## src/sv/sragc_queue.sv

```systemverilog
// Small show-ahead queue of window jobs between front and back.
// Depends on nothing but its parameters.
`timescale 1ns / 1ps

module sragc_queue #(
   parameter int WIDTH = 8,
   parameter int DEPTH = 4
) (
   input  logic             clock,
   input  logic             reset,
   input  logic             push,
   input  logic [WIDTH-1:0] push_data,
   output logic             full,
   input  logic             pop,
   output logic             pop_valid,
   output logic [WIDTH-1:0] pop_data
);

   localparam int AW = (DEPTH > 1) ? $clog2(DEPTH) : 1;
   localparam int CW = $clog2(DEPTH + 1);

   logic [WIDTH-1:0] slot_ff [DEPTH];
   logic [AW-1:0]    wptr_ff, wptr_in;
   logic [AW-1:0]    rptr_ff, rptr_in;
   logic [CW-1:0]    fill_ff, fill_in;
   logic             do_push, do_pop;

   assign full      = (fill_ff == CW'(DEPTH));
   assign pop_valid = (fill_ff != '0);
   assign pop_data  = slot_ff[rptr_ff];
   assign do_push   = push && !full;
   assign do_pop    = pop && pop_valid;

   always_comb begin
      wptr_in = wptr_ff;
      rptr_in = rptr_ff;
      fill_in = fill_ff;
      if (do_push) begin
         wptr_in = (wptr_ff == AW'(DEPTH - 1)) ? '0 : wptr_ff + 1'b1;
      end
      if (do_pop) begin
         rptr_in = (rptr_ff == AW'(DEPTH - 1)) ? '0 : rptr_ff + 1'b1;
      end
      if (do_push && !do_pop) begin
         fill_in = fill_ff + 1'b1;
      end else if (do_pop && !do_push) begin
         fill_in = fill_ff - 1'b1;
      end
   end

   always_ff @(posedge clock) begin
      if (reset) begin
         wptr_ff <= '0;
         rptr_ff <= '0;
         fill_ff <= '0;
      end else begin
         wptr_ff <= wptr_in;
         rptr_ff <= rptr_in;
         fill_ff <= fill_in;
      end
   end

   always_ff @(posedge clock) begin
      if (do_push) begin
         slot_ff[wptr_ff] <= push_data;
      end
   end

endmodule

```

## config.mk

```make
export PLATFORM = sky130hd
export DESIGN_NAME = sragc_queue
export DESIGN_NICKNAME = d
export VERILOG_FILES = /design/src/sv/sragc_queue.sv
export SDC_FILE = /design/constraint.sdc
export NUM_CORES = 1
export LEC_CHECK = 0
export BUFFER_PORTS_ARGS = -buffer_cell sky130_fd_sc_hd__buf_2
export CORE_ASPECT_RATIO = 0.8
export CORE_MARGIN = 1
export CORE_UTILIZATION = 40
export DETAILED_ROUTE_END_ITERATION = 16
export HOLD_SLACK_MARGIN = 0.15
export PLACE_DENSITY_LB_ADDON = 0.1
export SYNTH_ARGS = -nofsm -noshare
export SYNTH_HDL_FRONTEND = slang
export SYNTH_SLANG_ARGS = --single-unit
```

## constraint.sdc

```tcl
create_clock -name clock -period 2.4 [get_ports clock]
set_input_delay 0.48 -clock clock [delete_from_list [all_inputs] [get_ports clock]]
set_output_delay 0.48 -clock clock [all_outputs]
set_load 0.005 [all_outputs]
```

==> qor.yml <==
maxSlewHeadroom: 0.688
cp.arrival_ps: 2400
cts_root_buf: "clkbuf_8"
io_buffers: 21
hold_viol_final: 0
outcome: "completed"
firstDrtPassIters: 4
dp_slack_ps: 97.6
ys_warn_count: 0
cts_tree: "done"
die_x_um: 74.3
drv_cap: 0
drc_errors: 0
path_clk_slew_ps: 70
design.core.area_um2: 3900
wl_per_cell_um: 14.6
finalCritPeriodShare: 0.907
p_per_area_nw_per_um2: 941
synth_cells: 92
final_common_cell: "edfxtp_1"
grt_pass1_vias: 796
synth_seq_cells: 41
vias: 830
dieArea_um2: 4440
path_cells: "o31ai_2 > ha_1 > inv_1 > fa_1 > xor2_1 > or3_1 > a21oi_1"
fin_ws_ps: 222
netlist_area_um2: 1670
synthTopCellsByArea: "edfxtp_1 58%, dfxtp_1 11%, mux4_2 11%, ha_1 4.5%, and3_1 1.5%"
setup_tns_ps: 0
post_cts_buffers: 0
yosysTopAreaCell: "edfxtp_1"
timing.rr.end: "fill_ff[2]"
cp-startpoint: "fill_ff[1]"
slowest_delay_ps: 440
p_leak_nw: 0.708
fin_util: 0.488
syn-num-nets: 111
postRouteAntennaNets: 0
drive_above_1_share: 0.359
htreeDepth: 2
min_period_ps: 2180
grt.overflow.total: 0
worstReg2RegStart: "fill_ff[1]"
routed_wl_mm: 2.51
dp_hpwl_mm: 1.69
reg2reg_depth: 7
cp.depth: 7
end_kind: "flop"
pin_count: 22
hold_path_class: "primary input to flop"
setup_viol: 0
clock_latency_ps: 280
crit_family: "adder cells"
layout.cells.non_filler: 172
slowest_stage: "o31ai_2"
die_y_um: 59.8
cts_buffers: 5
drv_slew: 0
seq_area_frac_synth: 0.683
critPathKind: "flop to flop"
start_kind: "flop"
grt_max_degree: 12
hold_buffers: 0
antenna_found_initial: 0
rsz0062_at_grt: "false"
cp.required_ps: 2620
final_cell_mix: "32 x edfxtp_1, 21 x buf_2, 9 x dfxtp_1, 8 x mux4_2, 6 x ha_1"
path_buf_inv: 1
nets: 136
syn_area_per_cell_um2: 18.2
initial_core_util: 0.428
dp_cells: 165
design_area_um2: 1910
viasPerCell: 4.83
grt_pass1_wl_mm: 4.03
cts_buffer_depth: 2
gp_congestion: 0.749
ir_drop_mv: 0.440
fmax_mhz: 459
crit_end: "fill_ff[2]"
worstPathMaxFanout: 5
num_rows: 20
drt_iter0_drc: 47
syn2layout_area_growth_pct: 14.2
place_area_um2: 1830
yosysTopAreaCellShare: 0.575
ys_types: 27
clock_sinks: 41
worstMarginPinSlew_ps: 468
timing.reg2reg.setup_slack_ps: 220
fin_skew_ps: 5.25
diodes: 0
grtUsageTotal: 0.136
sequential cells by signal, summed over array words and instances (netlist names), named ones only:
name     flops
wptr_ff      2
slot_ff     32
fill_ff      3
rptr_ff      2
cell type report:
type	instances	area, um^2
sequential	41	1140
multi-input combinational	42	463
clock buffer	6	72.6
clock inverter	1	3.75
fill	351	2000
inverter	5	45.0
tap	55	68.8
timing repair buffer	22	113
synthesized netlist by cell type:
library cell,number
buf_6,1
buf_1,1
o21ai_0,1
inv_1,3
o31ai_2,2
nand2_1,1
xor2_1,2
buf_2,1
o21ai_1,1
nor2_4,1
nor3_1,1
edfxtp_1,32
ha_1,6
clkinv_8,1
bufinv_8,1
and3_1,4
clkbuf_1,1
or3b_1,1
dfxtp_1,9
nor2_1,3
mux2i_1,2
mux4_2,8
a21oi_2,1
fa_1,1
nand3_1,2
or3_1,3
a21oi_1,2
repair_timing:
item                                    CTS  global route
resized for setup                         0             1
hold endpoints to repair                  0             0
endpoints found under the setup margin    0             1
per-layer routing:
| layer | vias up | GRT usage | wire [um] |
|---|---|---|---|
| met1 | 411 | 0.175 | 1240 |
| met2 | 18 | 0.199 | 1140 |
| met5 | - | 0 | 0 |
| met4 | 0 | 0.0566 | 16 |
| met3 | 2 | 0.0624 | 115 |
| li1 | 399 | - | - |
worst min-delay path by stage:
stage	to	slack, ps	depth (start not counted)	startpoint
final	slot_ff[0][3]	420	1	push_data[3]
after global routing	slot_ff[0][4]	400	1	push_data[4]
after CTS	slot_ff[2][7]	410	1	push_data[7]
after detailed placement	flop	490	2	rptr_ff[0]
after global placement	rptr_ff[0]	480	2	rptr_ff[0]
after floorplan	flop	460	2	rptr_ff[0]
kinds of logic after synthesis:
| group | after synthesis | share of synthesized area |
|---|---|---|
| DFF | 41 | 0.683 |
| AOI/OAI and AO/OA | 7 | 0.0322 |
| muxes | 10 | 0.120 |
| adders and majority gates | 7 | 0.0569 |
| and+or+nand+nor | 16 | 0.0562 |
| xor gates and xnor gates | 2 | 0.0105 |
| buffers and inverters | 9 | 0.0412 |
metrics by stage:
step	hold slack, ps	total power [mW]
6_report	419	1.80
5_1_grt	402	1.92
4_1_cts	406	1.82
3_5_place_dp	494	1.41
3_3_place_gp	477	1.40
2_1_floorplan	463	1.26
power breakdown:
part | leakage (nW) | internal, mW | total [mW] | switching [mW]
registers | 0.367 | 0.866 | 0.926 | 0.0593
clock network | 0.0387 | 0.196 | 0.405 | 0.209
logic | 0.302 | 0.245 | 0.465 | 0.220
No activity file was read; power rests on OpenSTA's default activity.
