==> src/sv/sragc_pkg.sv <==
// Types and constants for the sliding RMS gain block.
// Used by every module of the block but the queue; depends on nothing.
`timescale 1ns / 1ps

package sragc_pkg;

   localparam int DEF_HALF_WINDOW = 32;
   localparam int DEF_SAMPLE_BITS = 16;
   localparam int DEF_QUEUE_DEPTH = 4;

   localparam int SAMPLE_W   = 16;
   localparam int GAIN_W     = 32;
   localparam int PRESCALE_W = 16;
   localparam int SEEN_W     = 16;

   localparam logic [PRESCALE_W-1:0] PRESCALE_RESET = 16'd256;

   typedef struct packed {
      logic signed [SAMPLE_W-1:0] sample;
      logic                       trace_end;
   } req_item_type;

   typedef struct packed {
      logic [GAIN_W-1:0] gain;
      logic              gain_last;
   } rsp_item_type;

endpackage

==> src/sv/sragc_front.sv <==
// Front end: takes samples, keeps the window of squares and its energy,
// and issues one window job per gain, including the end-of-trace flush.
// Depends on sragc_pkg.
`timescale 1ns / 1ps

module sragc_front import sragc_pkg::*; #(
   parameter int HALF_WINDOW = DEF_HALF_WINDOW,
   parameter int SAMPLE_BITS = DEF_SAMPLE_BITS,
   localparam int DEPTH = 2 * HALF_WINDOW + 1,
   localparam int E_W   = 2 * SAMPLE_BITS - 2 + $clog2(DEPTH),
   localparam int CNT_W = $clog2(DEPTH + 1),
   localparam int JOB_W = E_W + CNT_W + 1
) (
   input  logic             clock,
   input  logic             reset,
   input  logic             req_valid,
   output logic             req_stall,
   input  req_item_type     req_item,
   output logic             job_push,
   output logic [JOB_W-1:0] job_data,
   input  logic             job_full
);

   localparam int PW   = $clog2(DEPTH);
   localparam int SQ_W = 2 * SAMPLE_BITS - 1;
   localparam int TW   = $clog2(HALF_WINDOW + 1);

   localparam logic [2:0] S_IDLE  = 3'd0;
   localparam logic [2:0] S_UPD   = 3'd1;
   localparam logic [2:0] S_EMIT  = 3'd2;
   localparam logic [2:0] S_FRD   = 3'd3;
   localparam logic [2:0] S_FDROP = 3'd4;

   logic [2:0]        state_ff, state_in;
   logic [SQ_W-1:0]   sq_ff, sq_in;
   logic              last_ff, last_in;
   logic              emit_ff, emit_in;
   logic [E_W-1:0]    energy_ff, energy_in;
   logic [CNT_W-1:0]  count_ff, count_in;
   logic [SEEN_W-1:0] seen_ff, seen_in;
   logic [PW-1:0]     wptr_ff, wptr_in;
   logic [TW-1:0]     t_ff, t_in;
   logic [TW-1:0]     nflush_ff, nflush_in;
   logic [SQ_W-1:0]   rd_ff;
   logic [SQ_W-1:0]   line_mem [DEPTH];

   logic                   accept;
   logic [SAMPLE_BITS-1:0] raw, mag;
   logic [2*SAMPLE_BITS-1:0] prod;
   logic [PW:0]            slot_sum;
   logic [PW-1:0]          slot, rd_addr;
   logic                   mem_we;
   logic                   full_win, drop, t_last;
   logic [E_W-1:0]         energy_drop;
   logic [CNT_W-1:0]       count_drop;
   logic [SEEN_W-1:0]      seen_next;

   assign req_stall = (state_ff != S_IDLE);
   assign accept    = req_valid && !req_stall;

   assign raw  = SAMPLE_BITS'(req_item.sample);
   assign mag  = raw[SAMPLE_BITS-1] ? (~raw + 1'b1) : raw;
   assign prod = mag * mag;

   assign slot_sum = {1'b0, wptr_ff} + (PW+1)'(t_ff);
   assign slot     = (slot_sum >= (PW+1)'(DEPTH)) ? PW'(slot_sum - (PW+1)'(DEPTH))
                                                  : PW'(slot_sum);
   assign rd_addr  = (state_ff == S_FRD || state_ff == S_FDROP) ? slot : wptr_ff;

   assign full_win  = (seen_ff >= SEEN_W'(DEPTH));
   assign seen_next = (seen_ff == '1) ? seen_ff : seen_ff + 1'b1;
   assign drop      = ((SEEN_W+1)'(seen_ff) + (SEEN_W+1)'(t_ff)) >= (SEEN_W+1)'(DEPTH);
   assign t_last    = ((t_ff + TW'(1)) == nflush_ff);

   assign energy_drop = drop ? energy_ff - E_W'(rd_ff) : energy_ff;
   assign count_drop  = (drop && count_ff != '0) ? count_ff - 1'b1 : count_ff;

   always_comb begin
      state_in  = state_ff;
      sq_in     = sq_ff;
      last_in   = last_ff;
      emit_in   = emit_ff;
      energy_in = energy_ff;
      count_in  = count_ff;
      seen_in   = seen_ff;
      wptr_in   = wptr_ff;
      t_in      = t_ff;
      nflush_in = nflush_ff;
      mem_we    = 1'b0;
      job_push  = 1'b0;
      job_data  = {energy_ff, count_ff, 1'b0};
      case (state_ff)
         S_IDLE: begin
            if (accept) begin
               sq_in    = SQ_W'(prod);
               last_in  = req_item.trace_end;
               state_in = S_UPD;
            end
         end
         S_UPD: begin
            // rd_ff holds the oldest square, read when the item came in
            energy_in = (full_win ? energy_ff - E_W'(rd_ff) : energy_ff) + E_W'(sq_ff);
            count_in  = full_win ? count_ff : count_ff + 1'b1;
            mem_we    = 1'b1;
            wptr_in   = (wptr_ff == PW'(DEPTH - 1)) ? '0 : wptr_ff + 1'b1;
            seen_in   = seen_next;
            emit_in   = (seen_ff >= SEEN_W'(HALF_WINDOW));
            nflush_in = (seen_next < SEEN_W'(HALF_WINDOW)) ? TW'(seen_next)
                                                           : TW'(HALF_WINDOW);
            t_in      = '0;
            state_in  = S_EMIT;
         end
         S_EMIT: begin
            if (!emit_ff || !job_full) begin
               job_push = emit_ff;
               state_in = last_ff ? S_FRD : S_IDLE;
            end
         end
         S_FRD: begin
            state_in = S_FDROP;
         end
         S_FDROP: begin
            job_data = {energy_drop, count_drop, t_last};
            if (!job_full) begin
               job_push  = 1'b1;
               energy_in = energy_drop;
               count_in  = count_drop;
               t_in      = t_ff + 1'b1;
               state_in  = S_FRD;
               if (t_last) begin
                  // trace done: start the next one from empty
                  energy_in = '0;
                  count_in  = '0;
                  seen_in   = '0;
                  wptr_in   = '0;
                  state_in  = S_IDLE;
               end
            end
         end
         default: begin
            state_in = S_IDLE;
         end
      endcase
   end

   always_ff @(posedge clock) begin
      if (reset) begin
         state_ff  <= S_IDLE;
         energy_ff <= '0;
         count_ff  <= '0;
         seen_ff   <= '0;
         wptr_ff   <= '0;
         t_ff      <= '0;
      end else begin
         state_ff  <= state_in;
         energy_ff <= energy_in;
         count_ff  <= count_in;
         seen_ff   <= seen_in;
         wptr_ff   <= wptr_in;
         t_ff      <= t_in;
      end
   end

   always_ff @(posedge clock) begin
      sq_ff     <= sq_in;
      last_ff   <= last_in;
      emit_ff   <= emit_in;
      nflush_ff <= nflush_in;
   end

   always_ff @(posedge clock) begin
      if (mem_we) begin
         line_mem[wptr_ff] <= sq_ff;
      end
      rd_ff <= line_mem[rd_addr];
   end

endmodule

==> config.mk <==
export PLATFORM = sky130hd
export DESIGN_NAME = sragc_front
export DESIGN_NICKNAME = d
export VERILOG_FILES = /design/src/sv/sragc_pkg.sv /design/src/sv/sragc_front.sv
export SDC_FILE = /design/constraint.sdc
export NUM_CORES = 2
export LEC_CHECK = 0
export BUFFER_PORTS_ARGS = -buffer_cell sky130_fd_sc_hd__buf_4
export CORE_MARGIN = 10
export CORE_UTILIZATION = 40
export DETAILED_ROUTE_END_ITERATION = 8
export PLACE_DENSITY = 0.6
export SYNTH_ARGS = -nofsm -noshare
export SYNTH_HDL_FRONTEND = slang
export SYNTH_SLANG_ARGS = --single-unit
==> constraint.sdc <==
create_clock -name clock -period 30.9 [get_ports clock]
set_input_delay 9.27 -clock clock [delete_from_list [all_inputs] [get_ports clock]]
set_output_delay 9.27 -clock clock [all_outputs]
set_load 0.02 [all_outputs]
==> flow_summary.toml <==
[run_status]
status = "complete, no violations"

[route]
first_pass_iters = 6
routed_wl_um = 278000
vias = 63700
drt_iter0_markers = 7334
met2_length_um = 126000
routedWlPerCell_um = 25.3
dr_wl_met3_um = 26100
top_layer_used = "met5"
wl_met1_um = 117000
drc = 0
ant_nets = 0
via_per_inst = 5.79

[yosys]
syn_avg_cell_area_sq_um = 12.5
async_flop_share_pct = 0
netlist.area_leader.share_pct = 62.4
synth-seq-cells = 2094
netlist_top_cells_area = "edfxtp_1, nand2_1, fa_1, nand3_1, ha_1"
synthesis.instances = 7652
ys_warn_count = 0
syn_area_sq_um = 95700
yosysTopAreaCell = "edfxtp_1"
synth-seq-area-share_pct = 64.6
synth_edf_count = 1988
synth_ff_type = "edfxtp_1"
ys_types = 95

[power_and_ir_drop]
p_sw_mw = 4.51
peakVddDrop_mv = 0.179
power.density_nw_per_um2 = 105
p_total_mw = 11.1
p_leak_nw = 37.5
seq_power_share_pct = 33.9
p_int_mw = 6.63
power_frac_comb_pct = 44.9
swShare_pct = 40.5
p_clk_share_pct = 21.3

[placement]
placed_cells = 10600
portBuffers = 67
gp_congestion = 0.862
post-dp-hpwl_um = 162000

[critical_path]
arrival_ps = 9800
start_kind = "primary input"
required_ps = 21630
cpPeakStageDelay_ps = 210
worstSetupPathType = "in2out"
worstPathCellList = "buf_4 -> nor3_1 -> buf_4"
worst_path_most_repeated_cell = "buf_4"
cp-end-kind = "output pin"
crit_family = "buffers and inverters"
path_max_fanout = 7
slowest_stage = "nor3_1"
timing.critical_path.buf_inv = 2

[clock_network]
ctsRootBufferMaster = "clkbuf_16"
cts_sinks = 2094
holdBufCountCts = 0
clk_latency_ps = 870
cts_tree = "done"
post_cts_resized = 0
htree_levels = 4
path_clk_slew_ps = 60
cts_max_path_buffers = 3
cts_setup_buffers = 0
numCtsBuffers = 205

[cells_and_area]
syn_to_final_growth_pct = 11.4
nFillCells = 21300
final_util_pct = 44.8
final_cell_mix = "edfxtp_1, nand2_1, nand3_1"
mostFrequentLayoutCell = "edfxtp_1"
finalNonFillerCells = 11000
fin_nets = 8017
multiInputGateArea_sq_um = 31300
regArea_sq_um = 61800
layout-drive-gt1-share_pct = 8.97

[min_path]
hold_class = "reg2reg"

[floorplan]
initial_utilization_pct = 40.2
rows = 179
die_area_sq_um = 259000
core_sq_um = 238000
dieHeight_um = 509
ios = 68
die_x_um = 509

[timing]
fin_worst_skew_ps = 45.6
setup_viol_count_final = 0
min_period_ps = 19070
slew_violations = 0
rsz0062_at_grt = "false"
slew_headroom_pct = 15.7
period_share_pct = 61.7
max_freq_ghz = 0.0524
finalHoldViolations = 0
setup_tns_ps = 0
tightest_slew_ps = 1260

[global_route]
grt_pass1_vias = 61500
overflow = 0
grt_max_degree = 171
grt_pass1_wl_um = 407000
antenna_found_initial = 16
track_usage_pct = 20.8

[flow_run]
cap_viol_max_count = 0
[worst min-delay path, cell delays in order (launching register included)]
cell and delay [ps]:
dfxtp_1 330, inv_1 80, a211oi_1 70
[per-stage QoR]
| stage | area, sq um | setup WS [ps] | hold slack (ps) |
|---|---|---|---|
| 2_1_floorplan | 95700 | 11880 | 468 |
| 3_3_place_gp | 100000 | 11890 | 507 |
| 3_5_place_dp | 100000 | 11830 | 521 |
| 4_1_cts | 107000 | 11830 | 534 |
| 5_1_grt | 107000 | 11810 | 559 |
| 6_report | 107000 | 11830 | 534 |
[power groups by stage]
stage / combinational, mW / sequential, mW / clock (mW)
4_1_cts: 4.99 / 3.77 / 2.41
2_1_floorplan: 3.24 / 3.95 / 0
3_5_place_dp: 4.96 / 3.83 / 0
5_1_grt: 5.53 / 3.78 / 2.51
3_3_place_gp: 4.88 / 3.83 / 0
6_report: 5.00 / 3.77 / 2.37
[layout make-up]
type                            instances  share of cell area [%]
Antenna cell                            6                  0.0141
Clock buffer                          267                    5.09
Clock inverter                        112                   0.772
Inverter                              296                    1.04
Multi-Input combinational cell       4778                    29.4
Sequential cell                      2094                    58.0
Tap cell                             3167                    3.72
Timing Repair Buffer                  276                    2.00
[path summary, 6_finish.rpt]
path                                   start           end  slack, ps  cells past startpoint
worst max-delay path                job_full      job_push      11830                      3
worst min-delay path            energy_ff[0]  energy_ff[0]        530                      2
worst max register to register    wptr_ff[0]     rd_ff[17]      21760                     19
worst min register to register  energy_ff[0]  energy_ff[0]        530                      2
[cells by family (layout without fill, tap and decap cells)]
logic type,after synthesis,after routing,synth area share [%]
other,2,17,0.00785
and+or+nand+nor,2765,2765,13.2
buffers and inverters,789,951,3.38
adders and majority gates,345,345,5.80
AOI/OAI and AO/OA,1309,1309,9.56
DFF,2094,2094,64.6
xor gates and xnor gates,146,146,1.34
muxes,202,202,2.13
[synthesized netlist by cell type, types with 106 or more instances]
cell and instances:
dfxtp_1 106, nand3_1 565, o21ai_0 116, a21oi_1 162, o22ai_1 158, a31oi_1 285, ha_1 180, nor2_1 291
o211ai_1 129, nand2_1 1379, and3_1 207, edfxtp_1 1988, clkbuf_1 348, mux2i_1 196, inv_1 289, fa_1 165
[flip-flops by register name (all words and copies together) (netlist names), 3 cells and up]
name and flops:
line_mem 1950, energy_ff 37, rd_ff 30, sq_ff 30
seen_ff 16, count_ff 7, wptr_ff 7, nflush_ff 6
t_ff 6, state_ff 3
[routing by layer]
| metal | vias to the layer above | GRT usage, % |
|---|---|---|
| li1 | 28500 | - |
| met1 | 32100 | 29.3 |
| met2 | 2730 | 32.6 |
| met3 | 404 | 3.77 |
| met4 | 10 | 6.60 |
| met5 | - | 0 |
Note: power is estimated with default switching activity, not from simulation.
