## src/sv/sragc_pkg.sv

```systemverilog
// Types and constants for the sliding RMS gain block.
// Used by every module of the block but the queue; depends on nothing.
`timescale 1ns / 1ps

package sragc_pkg;

   localparam int DEF_HALF_WINDOW = 32;
   localparam int DEF_SAMPLE_BITS = 16;
   localparam int DEF_QUEUE_DEPTH = 4;

   localparam int SAMPLE_W   = 16;
   localparam int GAIN_W     = 32;
   localparam int PRESCALE_W = 16;
   localparam int SEEN_W     = 16;

   localparam logic [PRESCALE_W-1:0] PRESCALE_RESET = 16'd256;

   typedef struct packed {
      logic signed [SAMPLE_W-1:0] sample;
      logic                       trace_end;
   } req_item_type;

   typedef struct packed {
      logic [GAIN_W-1:0] gain;
      logic              gain_last;
   } rsp_item_type;

endpackage

```

## src/sv/sragc_back.sv

```systemverilog
// Back end: turns one window job into a gain with a serial divide,
// a serial square root, one multiply and a second serial divide.
// Depends on sragc_pkg.
`timescale 1ns / 1ps

module sragc_back import sragc_pkg::*; #(
   parameter int HALF_WINDOW = DEF_HALF_WINDOW,
   parameter int SAMPLE_BITS = DEF_SAMPLE_BITS,
   localparam int DEPTH = 2 * HALF_WINDOW + 1,
   localparam int E_W   = 2 * SAMPLE_BITS - 2 + $clog2(DEPTH),
   localparam int CNT_W = $clog2(DEPTH + 1),
   localparam int JOB_W = E_W + CNT_W + 1
) (
   input  logic                  clock,
   input  logic                  reset,
   input  logic [PRESCALE_W-1:0] prescale,
   input  logic                  job_valid,
   input  logic [JOB_W-1:0]      job_data,
   output logic                  job_pop,
   output logic                  rsp_valid,
   input  logic                  rsp_stall,
   output rsp_item_type          rsp_item
);

   localparam int RF   = (57 - 2 * SAMPLE_BITS) / 2;
   localparam int NW   = E_W + 2 * RF;
   localparam int NWP  = NW + (NW % 2);
   localparam int RW   = NWP / 2;
   localparam int DW   = PRESCALE_W + RW;
   localparam logic [63:0] GAIN_NUM = ((64'd1 << (24 + RF)) * 64'd4 + 64'd5) / 64'd10;
   localparam int GW   = $clog2(GAIN_NUM + 64'd1);
   localparam int ITER_MAX = (GW > RW) ? GW : RW;
   localparam int IW   = $clog2(ITER_MAX + 1);

   localparam logic [2:0] B_IDLE = 3'd0;
   localparam logic [2:0] B_DIV1 = 3'd1;
   localparam logic [2:0] B_SQRT = 3'd2;
   localparam logic [2:0] B_MUL  = 3'd3;
   localparam logic [2:0] B_DIV2 = 3'd4;
   localparam logic [2:0] B_DONE = 3'd5;

   logic [2:0]        state_ff, state_in;
   logic [NWP-1:0]    num_ff, num_in;
   logic [CNT_W-1:0]  rem1_ff, rem1_in;
   logic [CNT_W-1:0]  dvs_ff, dvs_in;
   logic [IW-1:0]     iter_ff, iter_in;
   logic [RW-1:0]     root_ff, root_in;
   logic [RW+1:0]     srem_ff, srem_in;
   logic [DW-1:0]     den_ff, den_in;
   logic [GW-1:0]     q2_ff, q2_in;
   logic [DW-1:0]     rem2_ff, rem2_in;
   logic [GAIN_W-1:0] res_ff, res_in;
   logic              last_ff, last_in;
   logic              rsp_valid_ff, rsp_valid_in;
   rsp_item_type      rsp_item_ff, rsp_item_in;

   logic [E_W-1:0]   job_energy;
   logic [CNT_W-1:0] job_count;
   logic             out_free;

   assign job_energy = job_data[JOB_W-1 -: E_W];
   assign job_count  = job_data[1 +: CNT_W];
   assign job_pop    = (state_ff == B_IDLE) && job_valid;
   assign out_free   = !rsp_valid_ff || !rsp_stall;
   assign rsp_valid  = rsp_valid_ff;
   assign rsp_item   = rsp_item_ff;

   always_comb begin
      logic [CNT_W:0]  t1;
      logic [CNT_W-1:0] r1;
      logic [NWP-1:0]  n1;
      logic [RW+3:0]   st;
      logic [RW+3:0]   trial;
      logic [DW:0]     t2;
      logic            qb;
      state_in     = state_ff;
      num_in       = num_ff;
      rem1_in      = rem1_ff;
      dvs_in       = dvs_ff;
      iter_in      = iter_ff;
      root_in      = root_ff;
      srem_in      = srem_ff;
      den_in       = den_ff;
      q2_in        = q2_ff;
      rem2_in      = rem2_ff;
      res_in       = res_ff;
      last_in      = last_ff;
      rsp_valid_in = rsp_valid_ff && rsp_stall;
      rsp_item_in  = rsp_item_ff;
      r1           = rem1_ff;
      n1           = num_ff;
      t1           = '0;
      st           = '0;
      trial        = '0;
      t2           = '0;
      qb           = 1'b0;
      case (state_ff)
         B_IDLE: begin
            if (job_valid) begin
               last_in = job_data[0];
               if (job_energy == '0 || job_count == '0) begin
                  res_in   = '0;
                  state_in = B_DONE;
               end else begin
                  num_in   = NWP'(job_energy) << (2 * RF);
                  rem1_in  = '0;
                  dvs_in   = job_count;
                  iter_in  = IW'(RW);
                  state_in = B_DIV1;
               end
            end
         end
         B_DIV1: begin
            // two quotient bits per cycle of the mean
            for (int k = 0; k < 2; k++) begin
               t1 = {r1, n1[NWP-1]};
               if (t1 >= {1'b0, dvs_ff}) begin
                  r1 = CNT_W'(t1 - {1'b0, dvs_ff});
                  qb = 1'b1;
               end else begin
                  r1 = CNT_W'(t1);
                  qb = 1'b0;
               end
               n1 = {n1[NWP-2:0], qb};
            end
            num_in  = n1;
            rem1_in = r1;
            iter_in = iter_ff - 1'b1;
            if (iter_ff == IW'(1)) begin
               root_in  = '0;
               srem_in  = '0;
               iter_in  = IW'(RW);
               state_in = B_SQRT;
            end
         end
         B_SQRT: begin
            st    = {srem_ff, num_ff[NWP-1 -: 2]};
            trial = (RW+4)'({root_ff, 2'b01});
            if (st >= trial) begin
               srem_in = (RW+2)'(st - trial);
               root_in = {root_ff[RW-2:0], 1'b1};
            end else begin
               srem_in = (RW+2)'(st);
               root_in = {root_ff[RW-2:0], 1'b0};
            end
            num_in  = num_ff << 2;
            iter_in = iter_ff - 1'b1;
            if (iter_ff == IW'(1)) begin
               state_in = B_MUL;
            end
         end
         B_MUL: begin
            den_in   = DW'(prescale) * DW'(root_ff);
            q2_in    = GW'(GAIN_NUM);
            rem2_in  = '0;
            iter_in  = IW'(GW);
            state_in = B_DIV2;
         end
         B_DIV2: begin
            t2 = {rem2_ff, q2_ff[GW-1]};
            if (t2 >= {1'b0, den_ff}) begin
               rem2_in = DW'(t2 - {1'b0, den_ff});
               qb      = 1'b1;
            end else begin
               rem2_in = DW'(t2);
               qb      = 1'b0;
            end
            q2_in   = {q2_ff[GW-2:0], qb};
            iter_in = iter_ff - 1'b1;
            if (iter_ff == IW'(1)) begin
               // zero prescale gives zero gain; saturate the rest
               if (den_ff == '0) begin
                  res_in = '0;
               end else if (64'({q2_ff[GW-2:0], qb}) > 64'hFFFF_FFFF) begin
                  res_in = '1;
               end else begin
                  res_in = GAIN_W'({q2_ff[GW-2:0], qb});
               end
               state_in = B_DONE;
            end
         end
         B_DONE: begin
            if (out_free) begin
               rsp_valid_in          = 1'b1;
               rsp_item_in.gain      = res_ff;
               rsp_item_in.gain_last = last_ff;
               state_in              = B_IDLE;
            end
         end
         default: begin
            state_in = B_IDLE;
         end
      endcase
   end

   always_ff @(posedge clock) begin
      if (reset) begin
         state_ff     <= B_IDLE;
         rsp_valid_ff <= 1'b0;
      end else begin
         state_ff     <= state_in;
         rsp_valid_ff <= rsp_valid_in;
      end
   end

   always_ff @(posedge clock) begin
      num_ff      <= num_in;
      rem1_ff     <= rem1_in;
      dvs_ff      <= dvs_in;
      iter_ff     <= iter_in;
      root_ff     <= root_in;
      srem_ff     <= srem_in;
      den_ff      <= den_in;
      q2_ff       <= q2_in;
      rem2_ff     <= rem2_in;
      res_ff      <= res_in;
      last_ff     <= last_in;
      rsp_item_ff <= rsp_item_in;
   end

endmodule

```

## config.mk

```make
export PLATFORM = sky130hd
export DESIGN_NAME = sragc_back
export DESIGN_NICKNAME = d
export VERILOG_FILES = /design/src/sv/sragc_pkg.sv /design/src/sv/sragc_back.sv
export SDC_FILE = /design/constraint.sdc
export NUM_CORES = 2
export LEC_CHECK = 0
export ABC_CLOCK_PERIOD_IN_PS = 10200
export BUFFER_PORTS_ARGS = -buffer_cell sky130_fd_sc_hd__buf_4
export CAP_MARGIN = 10
export CORE_AREA = 4 4 281 283
export CTS_CLUSTER_SIZE = 24
export DETAILED_ROUTE_END_ITERATION = 8
export DIE_AREA = 0 0 285 287
export GPL_TIMING_DRIVEN = 1
export PLACE_DENSITY_LB_ADDON = 0.12
export SKIP_CTS_REPAIR_TIMING = 1
export SYNTH_ARGS = -nofsm -noshare
export SYNTH_HDL_FRONTEND = slang
export SYNTH_SLANG_ARGS = --single-unit
```

## constraint.sdc

```tcl
create_clock -name clock -period 10.2 [get_ports clock]
set_input_delay 2.55 -clock clock [delete_from_list [all_inputs] [get_ports clock]]
set_output_delay 2.55 -clock clock [all_outputs]
set_load 0.01 [all_outputs]
```

==> summary.md <==
| Metric | Value |
|---|---|
| Final weighted congestion of routability-driven global placement | `0.864` |
| Min cycle time layout | `8900 ps` |
| Dpl ws | `759 ps` |
| Fraction of layout instances using a drive strength above 1 | `0.0800` |
| Origin of the critical flop-to-flop path | `root_ff[13]` |
| Maximum clock insertion buffer count | `3` |
| Vias post-DR | `23900` |
| Setup crit end kind | `flip-flop` |
| Nets | `4105` |
| Met1 routing resource usage after global routing | `0.296` |
| Post-synth top area cell | `sky130_fd_sc_hd__edfxtp_1` |
| Endpoint of the most critical setup path | `den_ff[40]` |
| Reg2reg setup slack | `2660 ps` |
| Clock latency reported for the late side of the worst-skew pair | `580 ps` |
| Overflow left after global routing | `0` |
| Fmax achieved | `112 MHz` |
| Port buffer count | `99` |
| Post-synth net total | `4081` |
| DIE AREA | `81800 µm²` |
| Crit path cell chain | `buf_4 > and2_1 > fa_1 > inv_1 > fa_1 > fa_1 > inv_1 > fa_1 > fa_1 > inv_1 > fa_1 > inv_1 > ha_1 > a21oi_1 > o21ai_0 > a221o_1 > a221o_1 > a21oi_1 > o21ai_1 > a31oi_2 > o21bai_1 > a31oi_1 > xnor2_1` |
| Total core area | `76700 µm²` |
| Number of DRC violations after detailed routing | `0` |
| Final sum of negative setup slack | `0 ps` |
| Launching element of the worst setup path | `prescale[6]` |
| Worst Hold Slack | `416 ps` |
| Gate count of the mapped netlist | `3394` |
| Area growth from synthesis to layout | `9.27%` |
| Die Span Y | `287 µm` |
| Status | `completed` |
| Initial Utilization | `0.446` |
| Slew at the pin with the worst max-slew slack | `1240 ps` |
| Global-route track usage on met2 | `0.340` |
| Count of flip-flops with a built-in enable after synthesis | `341` |
| Busiest grt layer | `met2` |
| Worst Clk Skew | `24.8 ps` |
| All-Layer GR Usage | `0.210` |
| Length of the first detailed-routing pass in iterations | `5` |
| Crit path max fanout | `31` |
| Largest stage delay on the critical path | `560 ps` |
| Category of the worst setup path launch point | `primary input` |
| CTS sink cnt | `345` |
| Standard-cell rows | `102` |
| Final worst slack | `1300 ps` |
| Register bit total from synthesis | `345` |
| Level count of the clock H-tree | `2` |
| Critical Path Most Common Cell | `sky130_fd_sc_hd__fa_1` |
| CP arrival | `9230 ps` |
| Overall die width | `285 µm` |
| Depth of the worst register-to-register path | `22` |
| Remaining antenna violation count after routing | `0` |
| Root Buffer Master | `sky130_fd_sc_hd__clkbuf_16` |
| Slew Limit Fails | `0` |
| Global Route met3 Usage | `0.0333` |
| Via density per instance | `5.32` |
| Cell with the largest stage delay on the worst path | `sky130_fd_sc_hd__fa_1` |
| CTS Buf Count | `40` |
| Maximum number of pins on one net before global-route repair | `65` |
| Setup CP Type | `in -> reg` |
| Post-synthesis sequential area ratio | `0.302` |
| Endpoint of the worst register-to-register path | `den_ff[40]` |
| Count of yosys warnings during synthesis | `0` |
| Final worst-path cycle share | `0.873` |
| Number of inserted filler cells in the final layout | `7146` |
| Number of distinct library cell variants in the gate-level netlist after synthesis | `80` |
| HP Class | `reg -> reg` |
| Vias in the first global route | `25200` |
| Netlist area before placement | `34200 µm²` |
| Clk slew on worst S/H paths | `70 ps` |
| Starting DRC count in detailed routing | `1542` |
| Antenna violations before repair | `0` |
| Antenna Cells | `0` |
| Total length of routed wires | `84800 µm` |
| Count of final setup violators | `0` |
| Post-synthesis async set-or-reset flop share | `0` |
| Top post-synthesis cells by area | `sky130_fd_sc_hd__edfxtp_1 (30%), sky130_fd_sc_hd__fa_1 (24%), sky130_fd_sc_hd__ha_1 (7.9%)` |
| Max Cap Viol | `0` |
| Req. time, crit path | `10530 ps` |
| CTS tree | `done` |
| Share of the synthesized area in the top cell type | `0.299` |
| Number of hold violations in the final report | `0` |
| Count of boundary I/O pins | `100` |
| HPWL Detailed | `64300 µm` |
| Most used DFF post-synth | `sky130_fd_sc_hd__edfxtp_1` |
| Max-slew headroom at the worst pin | `0.172` |
| Average instance area after synthesis | `10.1 µm²` |
| Wire length of the first global-routing pass | `138000 µm` |
| Setup repair after global routing missed its margin | `false` |
| Routed length per instance | `18.9 µm` |
[per-stage QoR]
stage / instances / util / cell area, µm²
6_report: 4488 / 0.487 / 37400
2_1_floorplan: 3394 / - / 34200
4_1_cts: 4487 / 0.487 / 37400
3_3_place_gp: 4415 / 0.468 / 35900
5_1_grt: 4488 / 0.487 / 37400
3_5_place_dp: 4415 / 0.468 / 35900
[area by class of cell]
cell class	count	area (µm²)	area share
inverters	563	2110	0.0566
flip-flops and latches	345	10300	0.276
clock inverters	30	463	0.0124
clock buffers	42	1010	0.0270
well taps	1040	1300	0.0348
multi-input cells	2344	21200	0.568
repair buffers	124	928	0.0248
[synth_stat cells, types with 22 or more instances]
cell and instances:
sky130_fd_sc_hd__o21a_1 51, sky130_fd_sc_hd__mux2_2 40, sky130_fd_sc_hd__inv_1 563, sky130_fd_sc_hd__nand2b_1 31
sky130_fd_sc_hd__a21o_1 70, sky130_fd_sc_hd__nand4_1 24, sky130_fd_sc_hd__and2_1 237, sky130_fd_sc_hd__o21ai_0 80
sky130_fd_sc_hd__nor3_1 23, sky130_fd_sc_hd__and3_1 24, sky130_fd_sc_hd__a21oi_1 133, sky130_fd_sc_hd__xor2_1 46
sky130_fd_sc_hd__edfxtp_1 341, sky130_fd_sc_hd__fa_1 407, sky130_fd_sc_hd__nor4_1 22, sky130_fd_sc_hd__clkbuf_1 129
sky130_fd_sc_hd__mux2i_1 66, sky130_fd_sc_hd__nand3_1 31, sky130_fd_sc_hd__ha_1 215, sky130_fd_sc_hd__nand2_1 377
sky130_fd_sc_hd__xnor2_1 71, sky130_fd_sc_hd__nor2_1 186
[registers in the layout (all words and copies together) (netlist names)]
signal / cells
srem_ff: 33
den_ff: 47
root_ff: 31
last_ff: 1
iter_ff: 6
state_ff: 3
num_ff: 62
dvs_ff: 7
rsp_valid: 1
rem2_ff: 47
q2_ff: 35
rsp_item: 33
res_ff: 32
rem1_ff: 7
[cells in the final DEF, fill, tap and decap left out, types with 14 or more instances in the layout]
master                      netlist  layout
sky130_fd_sc_hd__a21o_1          70      70
sky130_fd_sc_hd__a21oi_1        133     131
sky130_fd_sc_hd__a31oi_1         14      14
sky130_fd_sc_hd__and2_1         237     237
sky130_fd_sc_hd__and3_1          24      24
sky130_fd_sc_hd__buf_4            0     123
sky130_fd_sc_hd__clkbuf_16        0      40
sky130_fd_sc_hd__edfxtp_1       341     341
sky130_fd_sc_hd__fa_1           407     407
sky130_fd_sc_hd__ha_1           215     215
sky130_fd_sc_hd__inv_1          563     563
sky130_fd_sc_hd__mux2_2          40      40
sky130_fd_sc_hd__mux2i_1         66      66
sky130_fd_sc_hd__nand2_1        377     377
sky130_fd_sc_hd__nand2b_1        31      31
sky130_fd_sc_hd__nand3_1         31      31
sky130_fd_sc_hd__nand4_1         24      24
sky130_fd_sc_hd__nor2_1         186     183
sky130_fd_sc_hd__nor2b_1         16      16
sky130_fd_sc_hd__nor3_1          23      23
sky130_fd_sc_hd__nor4_1          22      22
sky130_fd_sc_hd__o21a_1          51      51
sky130_fd_sc_hd__o21ai_0         80      78
sky130_fd_sc_hd__xnor2_1         71      71
sky130_fd_sc_hd__xor2_1          46      46
[worst max-delay path, delay by kind of cell]
kind            cells  cell delay (ps)
fa+ha+maj           7             3530
xor+xnor            1               90
compound gates      9             2380
simple gates        1              210
buf+inv             5              450
[how the worst min path moves through the flow]
stage	start	endpoint	slack (ps)	cells after the start
global route	res_ff[18]	rsp_item[19]	430	0
floorplan	last_ff	rsp_item[0]	400	0
global placement	res_ff[8]	rsp_item[9]	400	0
CTS	res_ff[18]	rsp_item[19]	410	0
detailed placement	res_ff[18]	rsp_item[19]	400	0
finish	res_ff[18]	rsp_item[19]	420	0
[metal layers]
layer	vias up	wire (µm)	share of wire
met3	118	4700	0.055
li1	11100	-	-
met2	594	39000	0.46
met4	0	2270	0.027
met5	-	0	0
met1	12000	38900	0.46
[cells by family after synthesis]
logic type      count (synthesis)  synth area share
fa+ha+maj                     622             0.317
mux                           106            0.0325
xor+xnor                      117            0.0300
compound gates                476            0.0933
simple gates                 1023             0.146
buf+inv                       705            0.0796
flops                         345             0.302
Power is not shown: default switching activity piles up to over one toggle a cycle in this logic, so the estimate is an artifact.
